$ cat config.mk
export PLATFORM = sky130hd
export DESIGN_NAME = bmp_rle_line_decoder
export DESIGN_NICKNAME = d
export VERILOG_FILES = /design/src/design/bmprle_pkg.sv /design/src/design/bmprle_ctrl.sv /design/src/design/bmprle_dpath.sv /design/src/design/bmp_rle_line_decoder.sv
export SDC_FILE = /design/constraint.sdc
export NUM_CORES = 1
export LEC_CHECK = 0
export ABC_AREA = 1
export BUFFER_PORTS_ARGS = -buffer_cell sky130_fd_sc_hd__buf_2
export CORE_MARGIN = 2
export CORE_UTILIZATION = 57
export DETAILED_ROUTE_END_ITERATION = 10
export PLACE_DENSITY = 0.79
export SLEW_MARGIN = 5
export SYNTH_ARGS = -nofsm -noshare
export SYNTH_HDL_FRONTEND = slang
export SYNTH_SLANG_ARGS = --single-unit
$ cat constraint.sdc
create_clock -name clk_i -period 6.1 [get_ports clk_i]
set_input_delay 0.61 -clock clk_i [delete_from_list [all_inputs] [get_ports clk_i]]
set_output_delay 0.61 -clock clk_i [all_outputs]
set_load 0.005 [all_outputs]
$ cat src/design/bmprle_pkg.sv
`timescale 1ns / 1ps

package bmprle_pkg;

  // lane configuration: only four pixel fields exist on the result
  localparam int unsigned LANES        = 4;
  localparam int unsigned PIXEL_FIELDS = 4;
  localparam int unsigned PER_RESULT   = (LANES > PIXEL_FIELDS) ? PIXEL_FIELDS : LANES;

  localparam int unsigned PIX_W = 8;
  localparam int unsigned CNT_W = 3;

  // parse phases plus the fill drain state
  typedef enum logic [2:0] {
    ST_COUNT   = 3'd0,
    ST_VALUE   = 3'd1,
    ST_ESCAPE  = 3'd2,
    ST_DELTA_X = 3'd3,
    ST_DELTA_Y = 3'd4,
    ST_ABS     = 3'd5,
    ST_PAD     = 3'd6,
    ST_FILL    = 3'd7
  } state_e;

  // datapath commands
  typedef enum logic [3:0] {
    OP_NONE,
    OP_LOAD_RUN,
    OP_FILL_START,
    OP_FILL_NEXT,
    OP_EOL,
    OP_EOB,
    OP_ABS_START,
    OP_ABS_BYTE,
    OP_PAD
  } op_e;

  // datapath status toward the controller
  typedef struct packed {
    logic can_emit;
    logic byte_zero;
    logic byte_one;
    logic byte_two;
    logic fill_last_start;
    logic fill_last_next;
    logic bytes_done;
    logic pad_pending;
  } dp_status_t;

endpackage

$ cat src/design/bmprle_ctrl.sv
`timescale 1ns / 1ps

module bmprle_ctrl (
  input  logic                   clk_i,
  input  logic                   rst_ni,
  input  logic                   in_valid_i,
  output logic                   in_stall_o,
  input  bmprle_pkg::dp_status_t status_i,
  output bmprle_pkg::op_e        op_o
);
  import bmprle_pkg::*;

  state_e state_q, state_d;
  logic   accept;

  assign accept = in_valid_i && !in_stall_o;

  // state register
  always_ff @(posedge clk_i or negedge rst_ni) begin
    if (!rst_ni) begin
      state_q <= ST_COUNT;
    end else begin
      state_q <= state_d;
    end
  end

  // next state
  always_comb begin
    state_d = state_q;
    unique case (state_q)
      ST_COUNT: begin
        if (accept) begin
          state_d = status_i.byte_zero ? ST_ESCAPE : ST_VALUE;
        end
      end
      ST_VALUE: begin
        if (accept) begin
          state_d = status_i.fill_last_start ? ST_COUNT : ST_FILL;
        end
      end
      ST_FILL: begin
        if (status_i.can_emit && status_i.fill_last_next) begin
          state_d = ST_COUNT;
        end
      end
      ST_ESCAPE: begin
        if (accept) begin
          priority if (status_i.byte_zero || status_i.byte_one) begin
            state_d = ST_COUNT;
          end else if (status_i.byte_two) begin
            state_d = ST_DELTA_X;
          end else begin
            state_d = ST_ABS;
          end
        end
      end
      ST_DELTA_X: begin
        if (accept) begin
          state_d = ST_DELTA_Y;
        end
      end
      ST_DELTA_Y: begin
        if (accept) begin
          state_d = ST_COUNT;
        end
      end
      ST_ABS: begin
        if (accept && status_i.bytes_done) begin
          state_d = status_i.pad_pending ? ST_PAD : ST_COUNT;
        end
      end
      ST_PAD: begin
        if (accept) begin
          state_d = ST_COUNT;
        end
      end
    endcase
  end

  // stall and command outputs
  always_comb begin
    in_stall_o = 1'b0;
    op_o       = OP_NONE;
    unique case (state_q)
      ST_COUNT: begin
        if (in_valid_i && !status_i.byte_zero) begin
          op_o = OP_LOAD_RUN;
        end
      end
      ST_VALUE: begin
        in_stall_o = !status_i.can_emit;
        if (in_valid_i && status_i.can_emit) begin
          op_o = OP_FILL_START;
        end
      end
      ST_FILL: begin
        in_stall_o = 1'b1;
        if (status_i.can_emit) begin
          op_o = OP_FILL_NEXT;
        end
      end
      ST_ESCAPE: begin
        in_stall_o = !status_i.can_emit;
        if (in_valid_i && status_i.can_emit) begin
          priority if (status_i.byte_zero) begin
            op_o = OP_EOL;
          end else if (status_i.byte_one) begin
            op_o = OP_EOB;
          end else if (status_i.byte_two) begin
            op_o = OP_NONE;
          end else begin
            op_o = OP_ABS_START;
          end
        end
      end
      ST_DELTA_X, ST_DELTA_Y: begin
        op_o = OP_NONE;
      end
      ST_ABS: begin
        in_stall_o = !status_i.can_emit;
        if (in_valid_i && status_i.can_emit) begin
          op_o = OP_ABS_BYTE;
        end
      end
      ST_PAD: begin
        if (in_valid_i) begin
          op_o = OP_PAD;
        end
      end
    endcase
  end

endmodule

$ cat src/design/bmprle_dpath.sv
`timescale 1ns / 1ps

module bmprle_dpath (
  input  logic                              clk_i,
  input  logic                              rst_ni,
  input  logic                              cfg_we_i,
  input  logic                              cfg_rle_mode_i,
  input  logic [bmprle_pkg::PIX_W-1:0]      stream_byte_i,
  input  bmprle_pkg::op_e                   op_i,
  output bmprle_pkg::dp_status_t            status_o,
  output logic                              out_valid_o,
  input  logic                              out_stall_i,
  output logic [bmprle_pkg::PIX_W-1:0]      pixel_a_o,
  output logic [bmprle_pkg::PIX_W-1:0]      pixel_b_o,
  output logic [bmprle_pkg::PIX_W-1:0]      pixel_c_o,
  output logic [bmprle_pkg::PIX_W-1:0]      pixel_d_o,
  output logic [bmprle_pkg::CNT_W-1:0]      pixel_count_o,
  output logic                              line_end_o,
  output logic                              bitmap_end_o,
  output logic                              run_last_o
);
  import bmprle_pkg::*;

  localparam logic [PIX_W-1:0] PerResultW = PIX_W'(PER_RESULT);

  logic             rle_mode_q;
  logic [PIX_W-1:0] run_length_q, run_length_d;
  logic [PIX_W-1:0] pixels_left_q, pixels_left_d;
  logic [PIX_W-1:0] bytes_left_q, bytes_left_d;
  logic             pad_q, pad_d;
  logic [PIX_W-1:0] value_q;
  logic             out_valid_q;

  logic [PIX_W-1:0] fill_src;
  logic [PIX_W-1:0] fill_byte;
  logic [CNT_W-1:0] fill_n;
  logic [CNT_W-1:0] abs_cap;
  logic [CNT_W-1:0] abs_n;
  logic [PIX_W-1:0] abs_bytes;
  logic [PIX_W-1:0] lane_byte;
  logic             is_fill;

  logic             emit;
  logic [CNT_W-1:0] emit_n;
  logic             emit_le, emit_be, emit_last;
  logic [PIX_W-1:0] lane_d [PIXEL_FIELDS];
  logic [PIX_W-1:0] lane_q [PIXEL_FIELDS];
  logic [CNT_W-1:0] count_q;
  logic             le_q, be_q, last_q;

  // status toward the controller
  assign status_o.can_emit        = !out_valid_q || !out_stall_i;
  assign status_o.byte_zero       = (stream_byte_i == PIX_W'(0));
  assign status_o.byte_one        = (stream_byte_i == PIX_W'(1));
  assign status_o.byte_two        = (stream_byte_i == PIX_W'(2));
  assign status_o.fill_last_start = (run_length_q <= PerResultW);
  assign status_o.fill_last_next  = (pixels_left_q <= PerResultW);
  assign status_o.bytes_done      = (bytes_left_q <= PIX_W'(1));
  assign status_o.pad_pending     = pad_q;

  // fill run slice: up to one result worth of pixels
  assign is_fill   = (op_i == OP_FILL_START) || (op_i == OP_FILL_NEXT);
  assign fill_src  = (op_i == OP_FILL_START) ? run_length_q : pixels_left_q;
  assign fill_byte = (op_i == OP_FILL_START) ? stream_byte_i : value_q;
  assign fill_n    = (fill_src >= PerResultW) ? CNT_W'(PER_RESULT) : fill_src[CNT_W-1:0];

  // absolute byte: up to one pixel in rle8 or two in rle4, never more than still owed
  assign abs_cap = rle_mode_q ? CNT_W'(2) : CNT_W'(1);
  assign abs_n   = (pixels_left_q < {{(PIX_W-CNT_W){1'b0}}, abs_cap}) ?
                   pixels_left_q[CNT_W-1:0] : abs_cap;

  // byte count of an absolute run
  assign abs_bytes = rle_mode_q ?
                     PIX_W'(({1'b0, stream_byte_i} + (PIX_W+1)'(1)) >> 1) : stream_byte_i;

  // result selection
  always_comb begin
    emit      = 1'b0;
    emit_n    = '0;
    emit_le   = 1'b0;
    emit_be   = 1'b0;
    emit_last = 1'b0;
    unique case (op_i)
      OP_FILL_START, OP_FILL_NEXT: begin
        emit      = 1'b1;
        emit_n    = fill_n;
        emit_last = (fill_src <= PerResultW);
      end
      OP_EOL: begin
        emit      = 1'b1;
        emit_le   = 1'b1;
        emit_last = 1'b1;
      end
      OP_EOB: begin
        emit      = 1'b1;
        emit_le   = 1'b1;
        emit_be   = 1'b1;
        emit_last = 1'b1;
      end
      OP_ABS_BYTE: begin
        emit      = (abs_n != '0);
        emit_n    = abs_n;
        emit_last = 1'b1;
      end
      OP_NONE, OP_LOAD_RUN, OP_ABS_START, OP_PAD: begin
        emit = 1'b0;
      end
      default: begin
        emit = 1'b0;
      end
    endcase
  end

  // lane pixels: in rle4, nibbles alternate high then low from lane zero
  assign lane_byte = is_fill ? fill_byte : stream_byte_i;

  always_comb begin
    for (int i = 0; i < PIXEL_FIELDS; i++) begin
      if (CNT_W'(i) >= emit_n) begin
        lane_d[i] = '0;
      end else if (!rle_mode_q) begin
        lane_d[i] = lane_byte;
      end else if ((i % 2) == 0) begin
        lane_d[i] = {4'h0, lane_byte[7:4]};
      end else begin
        lane_d[i] = {4'h0, lane_byte[3:0]};
      end
    end
  end

  // run counters
  always_comb begin
    run_length_d  = run_length_q;
    pixels_left_d = pixels_left_q;
    bytes_left_d  = bytes_left_q;
    pad_d         = pad_q;
    unique case (op_i)
      OP_LOAD_RUN: begin
        run_length_d = stream_byte_i;
      end
      OP_FILL_START, OP_FILL_NEXT: begin
        pixels_left_d = fill_src - {{(PIX_W-CNT_W){1'b0}}, fill_n};
      end
      OP_ABS_START: begin
        run_length_d  = stream_byte_i;
        pixels_left_d = stream_byte_i;
        bytes_left_d  = abs_bytes;
        pad_d         = abs_bytes[0];
      end
      OP_ABS_BYTE: begin
        pixels_left_d = pixels_left_q - {{(PIX_W-CNT_W){1'b0}}, abs_n};
        if (bytes_left_q != '0) begin
          bytes_left_d = bytes_left_q - PIX_W'(1);
        end
      end
      OP_PAD: begin
        pad_d = 1'b0;
      end
      OP_NONE, OP_EOL, OP_EOB: begin
        pad_d = pad_q;
      end
      default: begin
        pad_d = pad_q;
      end
    endcase
  end

  // control registers
  always_ff @(posedge clk_i or negedge rst_ni) begin
    if (!rst_ni) begin
      rle_mode_q    <= 1'b0;
      run_length_q  <= '0;
      pixels_left_q <= '0;
      bytes_left_q  <= '0;
      pad_q         <= 1'b0;
      out_valid_q   <= 1'b0;
    end else begin
      if (cfg_we_i) begin
        rle_mode_q <= cfg_rle_mode_i;
      end
      run_length_q  <= run_length_d;
      pixels_left_q <= pixels_left_d;
      bytes_left_q  <= bytes_left_d;
      pad_q         <= pad_d;
      if (emit) begin
        out_valid_q <= 1'b1;
      end else if (!out_stall_i) begin
        out_valid_q <= 1'b0;
      end
    end
  end

  // payload registers
  always_ff @(posedge clk_i) begin
    if (op_i == OP_FILL_START) begin
      value_q <= stream_byte_i;
    end
    if (emit) begin
      for (int i = 0; i < PIXEL_FIELDS; i++) begin
        lane_q[i] <= lane_d[i];
      end
      count_q <= emit_n;
      le_q    <= emit_le;
      be_q    <= emit_be;
      last_q  <= emit_last;
    end
  end

  assign out_valid_o   = out_valid_q;
  assign pixel_a_o     = lane_q[0];
  assign pixel_b_o     = lane_q[1];
  assign pixel_c_o     = lane_q[2];
  assign pixel_d_o     = lane_q[3];
  assign pixel_count_o = count_q;
  assign line_end_o    = le_q;
  assign bitmap_end_o  = be_q;
  assign run_last_o    = last_q;

endmodule

$ cat src/design/bmp_rle_line_decoder.sv
`timescale 1ns / 1ps
// output: a result sits in the output register in the cycle after the byte that causes it
// throughput: one byte per cycle while the output is not stalled, except a fill run of more
//   than four pixels, which stalls the input after its value byte until its last group of up
//   to four is issued; the fill drain counter and the single output register set this rate
// reset: rst_ni asynchronous active low; parser returns to expecting a count byte, counters
//   cleared, rle_mode back to RLE8, no result pending
module bmp_rle_line_decoder (
  input  logic                              clk_i,
  input  logic                              rst_ni,
  input  logic                              cfg_valid_i,
  output logic                              cfg_ready_o,
  input  logic                              cfg_rle_mode_i,
  input  logic                              in_valid_i,
  output logic                              in_stall_o,
  input  logic [bmprle_pkg::PIX_W-1:0]      stream_byte_i,
  output logic                              out_valid_o,
  input  logic                              out_stall_i,
  output logic [bmprle_pkg::PIX_W-1:0]      pixel_a_o,
  output logic [bmprle_pkg::PIX_W-1:0]      pixel_b_o,
  output logic [bmprle_pkg::PIX_W-1:0]      pixel_c_o,
  output logic [bmprle_pkg::PIX_W-1:0]      pixel_d_o,
  output logic [bmprle_pkg::CNT_W-1:0]      pixel_count_o,
  output logic                              line_end_o,
  output logic                              bitmap_end_o,
  output logic                              run_last_o
);
  import bmprle_pkg::*;

  dp_status_t status;
  op_e        op;

  // register writes are always taken
  assign cfg_ready_o = 1'b1;

  bmprle_ctrl u_ctrl (
    .clk_i      (clk_i),
    .rst_ni     (rst_ni),
    .in_valid_i (in_valid_i),
    .in_stall_o (in_stall_o),
    .status_i   (status),
    .op_o       (op)
  );

  bmprle_dpath u_dpath (
    .clk_i          (clk_i),
    .rst_ni         (rst_ni),
    .cfg_we_i       (cfg_valid_i),
    .cfg_rle_mode_i (cfg_rle_mode_i),
    .stream_byte_i  (stream_byte_i),
    .op_i           (op),
    .status_o       (status),
    .out_valid_o    (out_valid_o),
    .out_stall_i    (out_stall_i),
    .pixel_a_o      (pixel_a_o),
    .pixel_b_o      (pixel_b_o),
    .pixel_c_o      (pixel_c_o),
    .pixel_d_o      (pixel_d_o),
    .pixel_count_o  (pixel_count_o),
    .line_end_o     (line_end_o),
    .bitmap_end_o   (bitmap_end_o),
    .run_last_o     (run_last_o)
  );

endmodule

Word-level counts from Yosys, hierarchy flattened
Memory sizes are Yosys's and may differ from the RTL's.
Index checks and enable logic that the tools add are counted.
{"block": "totals", "ff_bits": 44, "ramBits": 32, "in_bits": 14, "out_inout_bits": 41, "word_cells": 133, "n_memories": 1}
{"block": "classes", "n_addsub": 4, "magnitude_cmp": 10, "n_eq_ne": 26, "muxes": 50, "n_reduce_logical": 30}
{"name": "u_dpath.lane_q", "depth": 4, "width": 8, "rd": 4, "rd_ports_with_merged_regs": 0, "write_ports": 4, "line": "bmprle_dpath.sv:47", "rtl": "logic [PIX_W-1:0] lane_q [PIXEL_FIELDS];"}
{"op": "$mux 8", "n": 11}
{"op": "$mux 3", "n": 15}
{"op": "$pmux 4 s7", "n": 1}
{"op": "$le 8x3->1 const B", "n": 3}
{"op": "$pmux 8 s3", "n": 1}
{"op": "$pmux 3 s7", "n": 1}
{"op": "$ne 2x1->1 const B", "n": 9}
{"op": "$eq 4x3->1 const B", "n": 4}
{"op": "$mux 4", "n": 4}
{"op": "$pmux 8 s2", "n": 1}
{"op": "$sub 8x3->8", "n": 2}
{"op": "$eq 3x3->1 const B", "n": 4}
{"op": "$reduce_or 2->1", "n": 5}
{"op": "$add 8x1->9 const B", "n": 1}
{"op": "$eq 4x2->1 const B", "n": 2}
{"op": "$eq 8x1->1 const B", "n": 1}
{"op": "$eq 8x2->1 const B", "n": 1}
{"op": "$ge 8x3->1 const B", "n": 1}
{"op": "$le 8x1->1 const B", "n": 1}
{"op": "$logic_not 8->1", "n": 1}
{"op": "$lt 8x3->1", "n": 1}
{"op": "$mux 2", "n": 4}
{"op": "$pmux 1 s2", "n": 4}
{"op": "$reduce_bool 8->1", "n": 1}
{"op": "19 further kinds", "n": 41}

Depth between registers and ports, before layout
Gate-level depths: netlist of run 1.
{"block": "depth", "depth_word": 13, "depth_mapped": 20, "mapped_depth_nobuf": 19}

Hierarchy
Synthesis of run 1 repeated with hierarchy kept, for this count alone.
{"block": "hier_totals", "cells_unflattened": 558, "hier_area_um2": 4429.2}
{"module": "bmprle_dpath", "instances": 1, "cells_per_inst": 488, "area_per_inst_um2": 4012.6, "seq_area_each_um2": 1976.9}
{"module": "bmprle_ctrl", "instances": 1, "cells_per_inst": 68, "area_per_inst_um2": 405.4, "seq_area_each_um2": 75.1}
{"module": "bmp_rle_line_decoder", "instances": 1, "cells_per_inst": 2, "area_per_inst_um2": 11.3, "seq_area_each_um2": 0.0}

Least setup slack after synthesis of run 1
OpenSTA, ideal clock, no wires.
{"block": "synth_timing", "path_kind": "input to register", "startpoint": "input stream_byte_i[2] (netlist bit)", "endpoint": "register u_dpath.be_q (netlist: u_dpath.bitmap_end_o), enable pin", "setup_time_ps": 616, "arrival_time_ps": 2680, "t_required_ps": 5484, "setup_slack_ps": 2804, "path_stages": 15, "n_path_buf": 2, "path_cell_list": "buf_2 > inv_1 > nand2_1 > inv_2 > nand2_1 > nor2_1 > nor2_2 > nand4_4 > nand2_2 > nor2_4 > inv_2 > buf_6 > nor2_2 > inv_1 > nand3_1"}
{"block": "synth_via", "elab_chain_len": 9, "elab_cells_between_ends": 18, "cone_classes": "eq/ne (7); mux (7); reduce/logical (4)"}
{"item": "start: declaration", "line": "bmp_rle_line_decoder.sv:16", "rtl": "input logic [bmprle_pkg::PIX_W-1:0] stream_byte_i,"}
{"item": "$eq 8x2->1", "line": "bmprle_dpath.sv:55", "rtl": "assign status_o.byte_two = (stream_byte_i == PIX_W'(2));"}
{"item": "$mux 3", "line": "bmprle_ctrl.sv:109", "rtl": "end else if (status_i.byte_two) begin"}
{"item": "$mux 4", "line": "bmprle_ctrl.sv:107", "rtl": "end else if (status_i.byte_one) begin"}
{"item": "$mux 4", "line": "bmprle_ctrl.sv:105", "rtl": "priority if (status_i.byte_zero) begin"}
{"item": "$mux 4", "line": "bmprle_ctrl.sv:104", "rtl": "if (in_valid_i && status_i.can_emit) begin"}
{"item": "$pmux 4 s7 (*)", "line": "bmprle_ctrl.sv:84", "rtl": "unique case (state_q)"}
{"item": "$eq 4x3->1 / $eq 4x2->1 (equally long branches)", "line": "bmprle_dpath.sv:83", "rtl": "unique case (op_i)"}
{"item": "$reduce_or 4->1 (no line)"}
{"item": "$pmux 1 s2 (*)", "line": "bmprle_dpath.sv:83"}
{"item": "net u_dpath.emit", "line": "bmprle_dpath.sv:43", "rtl": "logic emit;"}
{"item": "end signal: assignment", "line": "bmprle_dpath.sv:204", "rtl": "be_q <= emit_be;"}
{"item": "end: declaration", "line": "bmprle_dpath.sv:49", "rtl": "logic le_q, be_q, last_q;"}
Mark *: on every way through the listed nets, which the timed path passes. The rest lies on a longest branch.
A chain may end at the register's enable or synchronous reset.

==> impl_results.md, run 1 <==
- Status: finished, final reports clean
- CTS Hold Bufs: 0
- Net Switching: 1.11 mW
- Synth Warn #: 0
- Sequential power share: between 30% and 40%
- Pwr Density: 517 nW/um2
- Port bufs: 53
- Clock transition at path regs: 0.09 ns
- Leakage: 2.31 nW
- Area post-placement: 4720 um2
- Fillcell total: 689
- Area growth syn-to-layout: 11.8%
- Global Route Usage Sum: 27.3%
- Chip height: 91.8 um
- Share of layout cells above drive strength 1: roughly 18%
- Combinational family with the most area after synthesis: simple AND/OR/NAND/NOR gates
- Hold/Removal Path Class: input pin to asynchronous set/reset pin
- # resized after CTS: 0
- Initial antenna violation count: 0
- Startpoint class of the critical path: flip-flop
- Internal power: 1.43 mW
- Congestion Overflow GR: 0
- Sw frac: 43.6%
- Finished Cell Area: 4910 um2
- Die area: 8420 um2
- Multiplexer share of the synthesized area: 0.228%
- R2r setup slk: 2.66 ns
- Avg WL per Cell: 15.9 um
- Clock skew: ~0.014 ns
- Post-DRT Antenna Nets: 0
- Final non-filler cell total: 694
- Area share of fa/ha/maj cells after synthesis: 3.30%
- Clock H-tree levels: 3
- Ant. Diodes: 0
- VDD IR-drop max: 0.233 mV
- Number of cell rows: 32
- Seq/Total Area, Yosys: a little under half
- Logic pwr share: 46.4%
- Synth area leaders: edfxtp_1 (26%), dfrtp_1 (17%), o21ai_0 (8.0%)
- Fin. max-slew vios: 0
- Initial Utilization: 57.7%
- Fmax: 290 MHz
- Slew @ Worst Pin: 0.973 ns
- DRC violations left: 0
- Mapped Area: 4390 um2
- Yosys cell types: between 40 and 50
- Most frequent cells in the layout: nand2_1 (93), inv_1 (74), nor2_1 (71)
- Register area: 2050 um2
- Num ports: 55
- Period minus WS final: roughly 3.4 ns
- Die width: 91.8 um
- DR pass1 iterations: 6
- CTS tree: yes
- Worst-Skew Late Latency: 0.35 ns
- Setup violators final: 0
- Tcrit/Tclk final: 56.4%
- Post-CTS Setup Bufs: 0
- Deepest clock path buffer count: 2
- RSZ-0062 raised after global routing: false
- Drt via density: between 5 and 6
- #FFs+latches synth: 76
- Clock Root Buffer: clkbuf_8
- Final net count: 612
- CP Max Fanout: 38
- Via count: 3754
- Post-Route WL: about 11000 um
- Worst EP arrival: 3.26 ns
- Crit. End Element: flip-flop
- Largest net degree at the start of global routing: 39
- Largest area contributor in the netlist: edfxtp_1
- Max_cap viols: 0
- Post-Place Cells: roughly 680
- Core Area: 7610 um2
- Critical path class: flip-flop to flip-flop
- Vias in the first global route: 3630
- Clock buffer count from CTS: 9
- Setup TNS Final: 0 ns
- Initial DRC count: 268
- Global-route wire length before repair: 17600 um
- Post-synthesis xor/xnor area fraction: 1.79%
- Yosys top cell area share: 26.0%
- Syn Inst Count: 535
- Multi-input logic area: 1960 um2
- Synth Area in Compound Gates: between 10% and 20%
- Commonest non-fill, non-tap cell in the layout: nand2_1
- Count of final hold-check violations: 0
- Reg-to-reg endpoint: u_dpath.lane_q[0][6]
- Post-Synth Simple-Gate Area: 24.0%
- Clk network pwr share: approximately 15%
- Mean Syn Cell Area: a little over 8 um2
- Clk sinks: 76
- Dpl hpwl: 8380 um
- R2r startpoint: u_dpath.out_valid_o
- R2r worst-path depth: 9
- Rel. slew slack: 34.7%
- Placer Congestion: slightly above 0.9
- Required @ worst endpoint: 5.92 ns
- Final Core Density: about 65%
## state kept, by name (all words and copies together) (netlist names)
name                   flops
u_dpath.lane_q            32
u_dpath.run_last_o         1
u_dpath.out_valid_o        1
u_dpath.bitmap_end_o       1
u_dpath.bytes_left_q       8
u_dpath.rle_mode_q         1
u_ctrl.state_q             3
u_dpath.pixel_count_o      3
u_dpath.run_length_q       8
u_dpath.pixels_left_q      8
u_dpath.line_end_o         1
u_dpath.value_q            8
u_dpath.pad_q              1
## how the worst max path moves through the flow
stage,startpoint,end,slack (ns),depth (start not counted)
floorplan,stream_byte_i[2],u_dpath.bitmap_end_o,2.80,15
global placement,out_stall_i,u_dpath.bitmap_end_o,2.50,10
detailed placement,out_stall_i,u_dpath.lane_q[1][2],2.41,10
global route,u_dpath.out_valid_o,u_dpath.lane_q[1][6],2.25,9
CTS,u_dpath.out_valid_o,u_dpath.lane_q[0][6],2.65,9
finish,u_dpath.out_valid_o,u_dpath.lane_q[0][6],2.66,9
## logic make-up after synthesis
group / Yosys count
AO/OA/AOI/OAI: 118
XOR/XNOR: 9
adder cells (fa/ha/maj): 11
buffers and inverters: 94
flip-flops: 76
multiplexers: 1
other: 1
AND/OR/NAND/NOR: 225
## worst max-delay path: stages, from the launching register on
cell and delay, ns:
dfrtp_1 0.40, nand2_1 0.20, nand2_4 0.19, inv_2 0.09, nand2_1 0.51, inv_1 0.38
a21oi_1 0.29, nor2_2 0.08, inv_1 0.08, nand3_2 0.67
## routing by layer
layer  track usage (%)  routed length (um)
met5                 0                   0
met1              33.0                4550
met3              3.12                 458
met4              14.7                 535
met2              47.5                5510
## per-stage QoR
stage	total power [mW]	worst slack [ns]	hold WS (ns)
2_1_floorplan	1.79	2.80	0.314
3_3_place_gp	2.12	2.50	0.440
3_5_place_dp	2.16	2.41	0.452
4_1_cts	2.54	2.65	0.321
5_1_grt	2.73	2.25	0.361
6_report	2.54	2.66	0.299
## cell usage after synthesis, drive strengths merged
cell	n
a211oi	2
a21oi	20
a22oi	1
a31oi	1
a41oi	2
buf	8
clkbuf	6
conb	1
dfrtp	30
dfxtp	8
edfxtp	38
fa	1
ha	10
inv	80
mux2i	1
nand2	103
nand3	23
nand4	6
nor2	80
nor3	8
nor4	1
o2111ai	1
o211ai	2
o21ai	76
o21bai	2
o221ai	1
o22ai	9
o41ai	1
or2	4
xnor2	2
xor2	7
## power groups by stage
stage	logic, mW	clock network (mW)	registers (mW)
finish	1.18	0.378	0.982
global route	1.32	0.403	1.00
CTS	1.17	0.380	0.983
detailed placement	1.16	0	0.994
global placement	1.14	0	0.981
floorplan	0.807	0	0.981
## area by class of cell
class                   count  area share (%)
well taps                 102            2.60
inverters                  80            6.32
clock inverters             7            1.33
repair buffers             54            5.56
flip-flops and latches     76            41.8
clock buffers               9            2.52
multi-input cells         366            39.9
Note: power is estimated with default switching activity, not from simulation.
==> run 2: changes to the inputs <==
- clock period: 6.1 -> 3.59 ns (I/O delays scaled with it)
==> run 2 against run 1 <==
Against the previous run: non-clock buffer count grew 4; cell area grew 1.7%; total power grew 77%; routed wire length is essentially flat; maximum frequency grew 20%; flip-flop and latch count is the same; combinational power grew 75%; utilization grew 1.1 points; register-to-register slack lost 1.9 ns; worst setup slack lost 1.9 ns; hold slack lost 0.25 ns; sequential share of layout area shrank 0.69 points; critical path type unchanged; critical endpoint is now u_dpath.pixels_left_q[2]; largest cell class unchanged.
==> impl_results.md, run 2 (same netlist as run 1, synthesis figures left out) <==
- Setup violators final: 0 (unchanged)
- CP Buf/Inv Count: 4 (+1)
- RSZ-0062 raised after global routing: false
- Period minus WS final: 2.86 ns (-0.581 ns)
- Leakage: 2.35 nW (+1.6%)
- Status: finished, final reports clean
- Initial DRC count: 296 (+10%)
- Dpl hpwl: 8510 um (+1.7%)
- Die width: 91.8 um (unchanged)
- Area growth syn-to-layout: 13.7%
- Port bufs: 53 (unchanged)
- Post-Place Cells: 682 (+0.59%)
- Post-DRT Antenna Nets: 0 (unchanged)
- Worst-Skew Late Latency: 0.35 ns (about the same)
- Finished Cell Area: 4990 um2 (+1.7%)
- Via count: 3853 (+2.6%)
- CTS tree: yes
- Max_cap viols: 0 (unchanged)
- Setup TNS Final: 0 ns (unchanged)
- Avg WL per Cell: 15.8 um (-0.61%)
- Hold/Removal Path Class: input pin to asynchronous set/reset pin
- Share of layout cells above drive strength 1: 18.5% (+0.89 points)
- Clock transition at path regs: 0.09 ns (about the same)
- Pwr Density: 899 nW/um2 (+74%)
- Top cell family by delay on the critical path: adder cells
- CTS Hold Bufs: 0 (unchanged)
- Global Route Usage Sum: 27.3% (+0.063 points)
- Required @ worst endpoint: 3.83 ns (-2.09 ns)
- CP most frequent cell: inv_1
- Drt via density: 5.52 (+2.0%)
- Largest net degree at the start of global routing: 35 (-10%)
- Fmax: 349 MHz (+20%)
- Fin. max-slew vios: 0 (unchanged)
- R2r worst-path depth: 16 (+7)
- Congestion Overflow GR: 0 (unchanged)
- DRC violations left: 0 (unchanged)
- Clock buffer count from CTS: 9 (unchanged)
- Placer Congestion: 0.978 (+4.8%)
- VDD IR-drop max: 0.379 mV (+63%)
- DR pass1 iterations: 5 (-1)
- Final Core Density: 65.6% (+1.1 points)
- Global-route wire length before repair: 17900 um (+1.4%)
- Clock Root Buffer: clkbuf_8
- Clk sinks: 76 (unchanged)
- # resized after CTS: 0 (unchanged)
- Register with the most flip-flops: u_dpath.lane_q
- Core Area: 7610 um2 (unchanged)
- Initial antenna violation count: 0 (unchanged)
- CP max stage delay: 0.43 ns (-0.24 ns)
- Area post-placement: 4760 um2 (+0.90%)
- Number of cell rows: 32 (unchanged)
- Clock H-tree levels: 3 (unchanged)
- Slew @ Worst Pin: 1.04 ns (+0.0673 ns)
- Flip-flop count of the largest register after layout: 32 (unchanged)
- Rel. slew slack: 30.2% (-4.5 points)
- Critical path depth in cells: 16 (+7)
- CP Max Fanout: 5 (-87%)
- Worst EP arrival: 3.10 ns (-0.16 ns)
- Final net count: 616 (+0.65%)
- Post-Route WL: 11000 um (about the same)
- Total power: 4.49 mW (+77%)
- Initial Utilization: 57.7% (unchanged)
- Commonest non-fill, non-tap cell in the layout: nand2_1
- Startpoint class of the critical path: flip-flop
- Count of final hold-check violations: 0 (unchanged)
- Crit. End Element: flip-flop
- Num ports: 55 (unchanged)
- Clock skew: 0.0134 ns (-0.000590 ns)
- Vias in the first global route: 3583 (-1.3%)
- Final non-filler cell total: 698 (+0.58%)
- Critical path class: flip-flop to flip-flop
- Ant. Diodes: 0 (unchanged)
- Deepest clock path buffer count: 2 (unchanged)
- Chip height: 91.8 um (unchanged)
- Post-CTS Setup Bufs: 0 (unchanged)
- Critical-path top delay cell: fa_1
- Die area: 8420 um2 (unchanged)
- Most frequent cells in the layout: nand2_1 (93), inv_1 (74), nor2_1 (71)
- Critical path cell sequence: inv_1 -> ha_1 -> o21ai_0 -> nand3_1 -> inv_1 -> nand2_1 -> o21ai_0 -> inv_1 -> ha_1 -> fa_1 -> inv_1 -> nor2_1 -> o21ai_0 -> nand2_1 -> a21oi_1 -> a21oi_1
- Tcrit/Tclk final: 79.7% (+23 points)
## run 2: final cells by class
| type | count | area (um2) |
|---|---|---|
| fill | 669 | 2620 |
| sequential | 76 | 2050 |
| clock buffer | 9 | 124 |
| timing repair buffer | 58 | 315 |
| inverter | 80 | 310 |
| tap | 102 | 128 |
| multi-input combinational | 366 | 1960 |
| clock inverter | 7 | 105 |
## run 2: through the flow
stage	setup WS [ns]	hold WS [ns]
final	0.729	0.0465
after global routing	0.500	0.108
after CTS	0.802	0.0721
after detailed placement	0.816	0.452
after global placement	0.815	0.441
after floorplan	0.545	0.0634
## run 2: worst paths after layout
path / slack (ns) / from / end
min in group clk_i: 0.20 / cfg_rle_mode_i / u_dpath.rle_mode_q
setup / recovery: 0.73 / u_dpath.rle_mode_q / u_dpath.pixels_left_q[2]
max in group asynchronous: 3.07 / rst_ni / u_dpath.pixels_left_q[1]
setup reg to reg: 0.73 / u_dpath.rle_mode_q / u_dpath.pixels_left_q[2]
hold reg to reg: 0.48 / u_dpath.value_q[4] / u_dpath.value_q[4]
hold / removal: 0.05 / rst_ni / u_ctrl.state_q[0]
## run 2: worst reg2reg max path, stage by stage (launching register included)
cell and delay [ns]:
dfrtp_1 0.38, inv_1 0.19, ha_1 0.27, o21ai_0 0.07
nand3_1 0.10, inv_1 0.10, nand2_1 0.07, o21ai_0 0.14
inv_1 0.08, ha_1 0.22, fa_1 0.43, inv_1 0.10
nor2_1 0.04, o21ai_0 0.18, nand2_1 0.08, a21oi_1 0.19
a21oi_1 0.10
## run 2: report_power, final
part / total, mW / leakage (nW) / switching, mW / internal [mW]
Combinational: 2.07 / 1.44 / 1.37 / 0.710
Sequential: 1.65 / 0.795 / 0.212 / 1.44
Clock: 0.761 / 0.113 / 0.357 / 0.404
Total: 4.49 / 2.35 / 1.93 / 2.55
## run 2: routing by layer
| metal | vias to the layer above | GRT usage [%] | part of all wire, % |
|---|---|---|---|
| met3 | 28 | 3.86 | 6.4 |
| met1 | 1772 | 34.2 | 40 |
| li1 | 1873 | - | - |
| met5 | - | 0 | 0 |
| met4 | 0 | 10.6 | 2.6 |
| met2 | 180 | 47.9 | 51 |
==> run 3: changes to the inputs <==
- ABC_AREA: 1 -> 0
- clock period: 3.59 -> 2.9 ns (I/O delays scaled with it)
==> run 3 against run 2 <==
Against the previous run: the run now ends with negative setup slack left; total power is 51% higher; critical path depth is 1 lower; via count is 15% higher; hold slack better by 0.065 ns; cell count is 4.4% higher; global-route usage is 4.6 points higher; maximum frequency is 9.1% lower; worst setup slack worse by 0.98 ns; routed wire length is 21% higher; die area is 1.5% higher; largest power group unchanged.
==> impl_results.md, run 3 <==
- CTS tree: yes
- Pwr Density: 1140 nW/um2 (+27%)
- Hold endpoint: u_dpath.rle_mode_q
- Mapped Area: 4460 um2 (+1.5%)
- DRC violations left: 0 (unchanged)
- Port bufs: 53 (unchanged)
- Clock skew: 0.00933 ns (-0.00411 ns)
- Ant. Diodes: 0 (unchanged)
- Register area: 2050 um2 (unchanged)
- Worst EP arrival: 3.39 ns (+0.29 ns)
- Syn Inst Count: 483 (-9.7%)
- Mean Syn Cell Area: 9.23 um2 (+12%)
- Clock H-tree levels: 3 (unchanged)
- Commonest non-fill, non-tap cell in the layout: buf_4
- Deepest clock path buffer count: 2 (unchanged)
- Vias in the first global route: 4264 (+19%)
- Die area: 8550 um2 (+1.5%)
- Fin. max-slew vios: 0 (unchanged)
- R2r setup slk: -0.25 ns (-0.98 ns)
- Die width: 92.5 um (+0.74%)
- Max_cap viols: 0 (unchanged)
- Clock transition at path regs: 0.09 ns (about the same)
- Worst-Skew Late Latency: 0.37 ns (+0.02 ns)
- Setup violators final: 2 (+2)
- Critical path class: flip-flop to flip-flop
- RSZ-0062 raised after global routing: true
- VDD IR-drop max: 0.626 mV (+65%)
- Number of synthesized flops with an enable pin: 38 (unchanged)
- Count of final hold-check violations: 0 (unchanged)
- Number of cell rows: 32 (unchanged)
- Multi-input logic area: 2410 um2 (+23%)
- R2r worst-path depth: 15 (-1)
- Most frequent cells in the layout: buf_4 (97), nor2_1 (58), buf_2 (53)
- Ys flop type: edfxtp_1
- Initial Utilization: 58.3% (+0.58 points)
- #FFs+latches synth: 76 (unchanged)
- Clk sinks: 76 (unchanged)
- CP Buf/Inv Count: 2 (-2)
- Final net count: 647 (+5.0%)
- Fillcell total: 500 (-25%)
- CP Max Fanout: 5 (unchanged)
- Status: finished, violations left
- Tcrit/Tclk final: 109% (+29 points)
- Required @ worst endpoint: 3.14 ns (-0.69 ns)
- R2r startpoint: u_ctrl.state_q[0]
- Yosys cell types: 65 (+38%)
- DR pass1 iterations: 7 (+2)
- Synth area leaders: edfxtp_1 (26%), dfrtp_1 (17%), nor2_1 (5.0%)
- Via count: 4427 (+15%)
- Finished Cell Area: 5940 um2 (+19%)
- Area growth syn-to-layout: 33.2%
- Initial antenna violation count: 0 (unchanged)
- Fin worst setup slack: -0.247 ns (-0.976 ns)
- Worst Setup SP: u_ctrl.state_q[0]
- Top cell family by delay on the critical path: compound AO/OA/AOI/OAI gates
- Largest net degree at the start of global routing: 34 (-2.9%)
- WHS: 0.112 ns (+0.0653 ns)
- Drt via density: 6.07 (+10%)
- Rel. slew slack: 51.2% (+21 points)
- Seq/Total Area, Yosys: 46.0% (-0.71 points)
- Global-route wire length before repair: 21100 um (+18%)
- Largest area contributor in the netlist: edfxtp_1
- Leakage: 2.53 nW (+7.8%)
- Clock Root Buffer: clkbuf_8
- Congestion Overflow GR: 0 (unchanged)
- Hold path start: cfg_valid_i
- Dpl ws: -0.638 ns (-1.45 ns)
- Startpoint class of the critical path: flip-flop
- CP max stage delay: 0.44 ns (about the same)
- Post-synth top cells: nor2_1 (59), nand2_1 (46), o21ai_0 (40)
- Crit. End Element: flip-flop
- Count leader, synth: nor2_1
- Post-Route WL: 13300 um (+21%)
- Period minus WS final: 3.15 ns (+0.286 ns)
- Share of flip-flops with an asynchronous set or reset: 39.5% (unchanged)
- Initial DRC count: 514 (+74%)
- Area post-placement: 5490 um2 (+15%)
- Global Route Usage Sum: 31.9% (+4.6 points)
- Register with the most flip-flops: u_dpath.lane_q
- Yosys top cell area share: 25.6% (-0.39 points)
- Fmax: 318 MHz (-9.1%)
- Avg WL per Cell: 18.3 um (+16%)
- Slew @ Worst Pin: 0.732 ns (-0.309 ns)
- Chip height: 92.5 um (+0.74%)
- Num ports: 55 (unchanged)
- Core Area: 7650 um2 (+0.53%)
- WHS Path Cells: 2
- Clock buffer count from CTS: 9 (unchanged)
- Dpl hpwl: 9620 um (+13%)
- Reg-to-reg endpoint: u_dpath.pixels_left_q[6]
- Flip-flop count of the largest register after layout: 32 (unchanged)
- Placer Congestion: 1.05 (+7.5%)
- Failing checks: negative setup slack
- Share of layout cells above drive strength 1: 36.7% (+18 points)
- Synth Warn #: 0 (unchanged)
- Critical path cell sequence: or3b_4 -> a21oi_4 -> buf_6 -> o31a_1 -> nand3_2 -> o21ai_4 -> nand2_4 -> ha_4 -> nand2_2 -> a211oi_2 -> a211o_2 -> buf_6 -> o31a_1 -> o21ai_1 -> o211ai_1
- Post-DRT Antenna Nets: 0 (unchanged)
- Critical-path top delay cell: or3b_4
- Hold/Removal Path Class: input pin to flip-flop
[run 3: changes by cell type after synthesis, sizes merged, moves of 16 or more]
| cell | change |
|---|---|
| o21ai | -34 |
| clkbuf | +18 |
| nand2 | -57 |
| nor2 | -21 |
| inv | -65 |
| a21oi | +16 |
[run 3: cells by family after synthesis]
logic type      count (synthesis)  synth area share (%)
mux                            23                  5.50
other cells                     1                0.0841
simple gates                  180                  19.4
flops                          76                  46.0
compound gates                138                  20.0
buf+inv                        47                  4.40
fa+ha+maj                      11                  3.25
xor+xnor                        7                  1.37
[run 3: repair_timing]
| item | 4_1_cts | 5_1_grt |
|---|---|---|
| hold buffers | 1 | 0 |
| setup endpoints to repair | 5 | 28 |
| hold endpoints to repair | 30 | 0 |
| pin swaps | 19 | 9 |
| gates resized for setup | 26 | 15 |
| buffers inserted | 6 | 6 |
[run 3: power by group]
group          internal (mW)  leakage (nW)  switching, mW  total (mW)
sequential              1.81         0.798          0.288        2.09
combinational           1.79          1.64           2.11        3.90
clock                  0.330        0.0931          0.460       0.790
[run 3: metal layers]
metal  vias up  track usage [%]  wire (um)
li1       2048                -          -
met1      2073             41.9       5360
met2       249             51.9       6340
met3        57             4.96       1070
met4         0             15.3        569
met5         -                0          0
[run 3: worst max path at each step]
stage	endpoint	slack [ns]	cells after the start
2_1_floorplan	u_dpath.pixels_left_q[4]	0.03	13
3_3_place_gp	u_dpath.pixels_left_q[6]	-0.41	17
3_5_place_dp	u_dpath.pixels_left_q[6]	-0.64	17
4_1_cts	u_dpath.pixels_left_q[4]	-0.18	13
5_1_grt	u_dpath.pixels_left_q[4]	-0.36	15
6_report	u_dpath.pixels_left_q[6]	-0.25	15
[run 3: layout make-up]
cell class	count	share of cell area, %
clock inverters	7	1.05
well taps	102	2.15
flip-flops and latches	76	34.6
repair buffers	158	18.5
multi-input cells	361	40.6
clock buffers	9	2.09
inverters	16	1.01
[run 3: through the flow]
step	instances	total power, mW	util (%)	setup TNS (ns)
2_1_floorplan	484	4.01	-	0
3_3_place_gp	700	5.38	71.7	-3.66
3_5_place_dp	700	5.52	71.7	-7.98
4_1_cts	723	6.52	76.3	-0.344
5_1_grt	729	7.18	77.7	-1.14
6_report	729	6.78	77.7	-0.477
[run 3: worst register-to-register path: stages, from the launching register on]
cell and delay (ns):
dfrtp_1 0.42, or3b_4 0.44, a21oi_4 0.19, buf_6 0.12
o31a_1 0.19, nand3_2 0.17, o21ai_4 0.12, nand2_4 0.07
ha_4 0.18, nand2_2 0.06, a211oi_2 0.05, a211o_2 0.35
buf_6 0.14, o31a_1 0.29, o21ai_1 0.13, o211ai_1 0.10
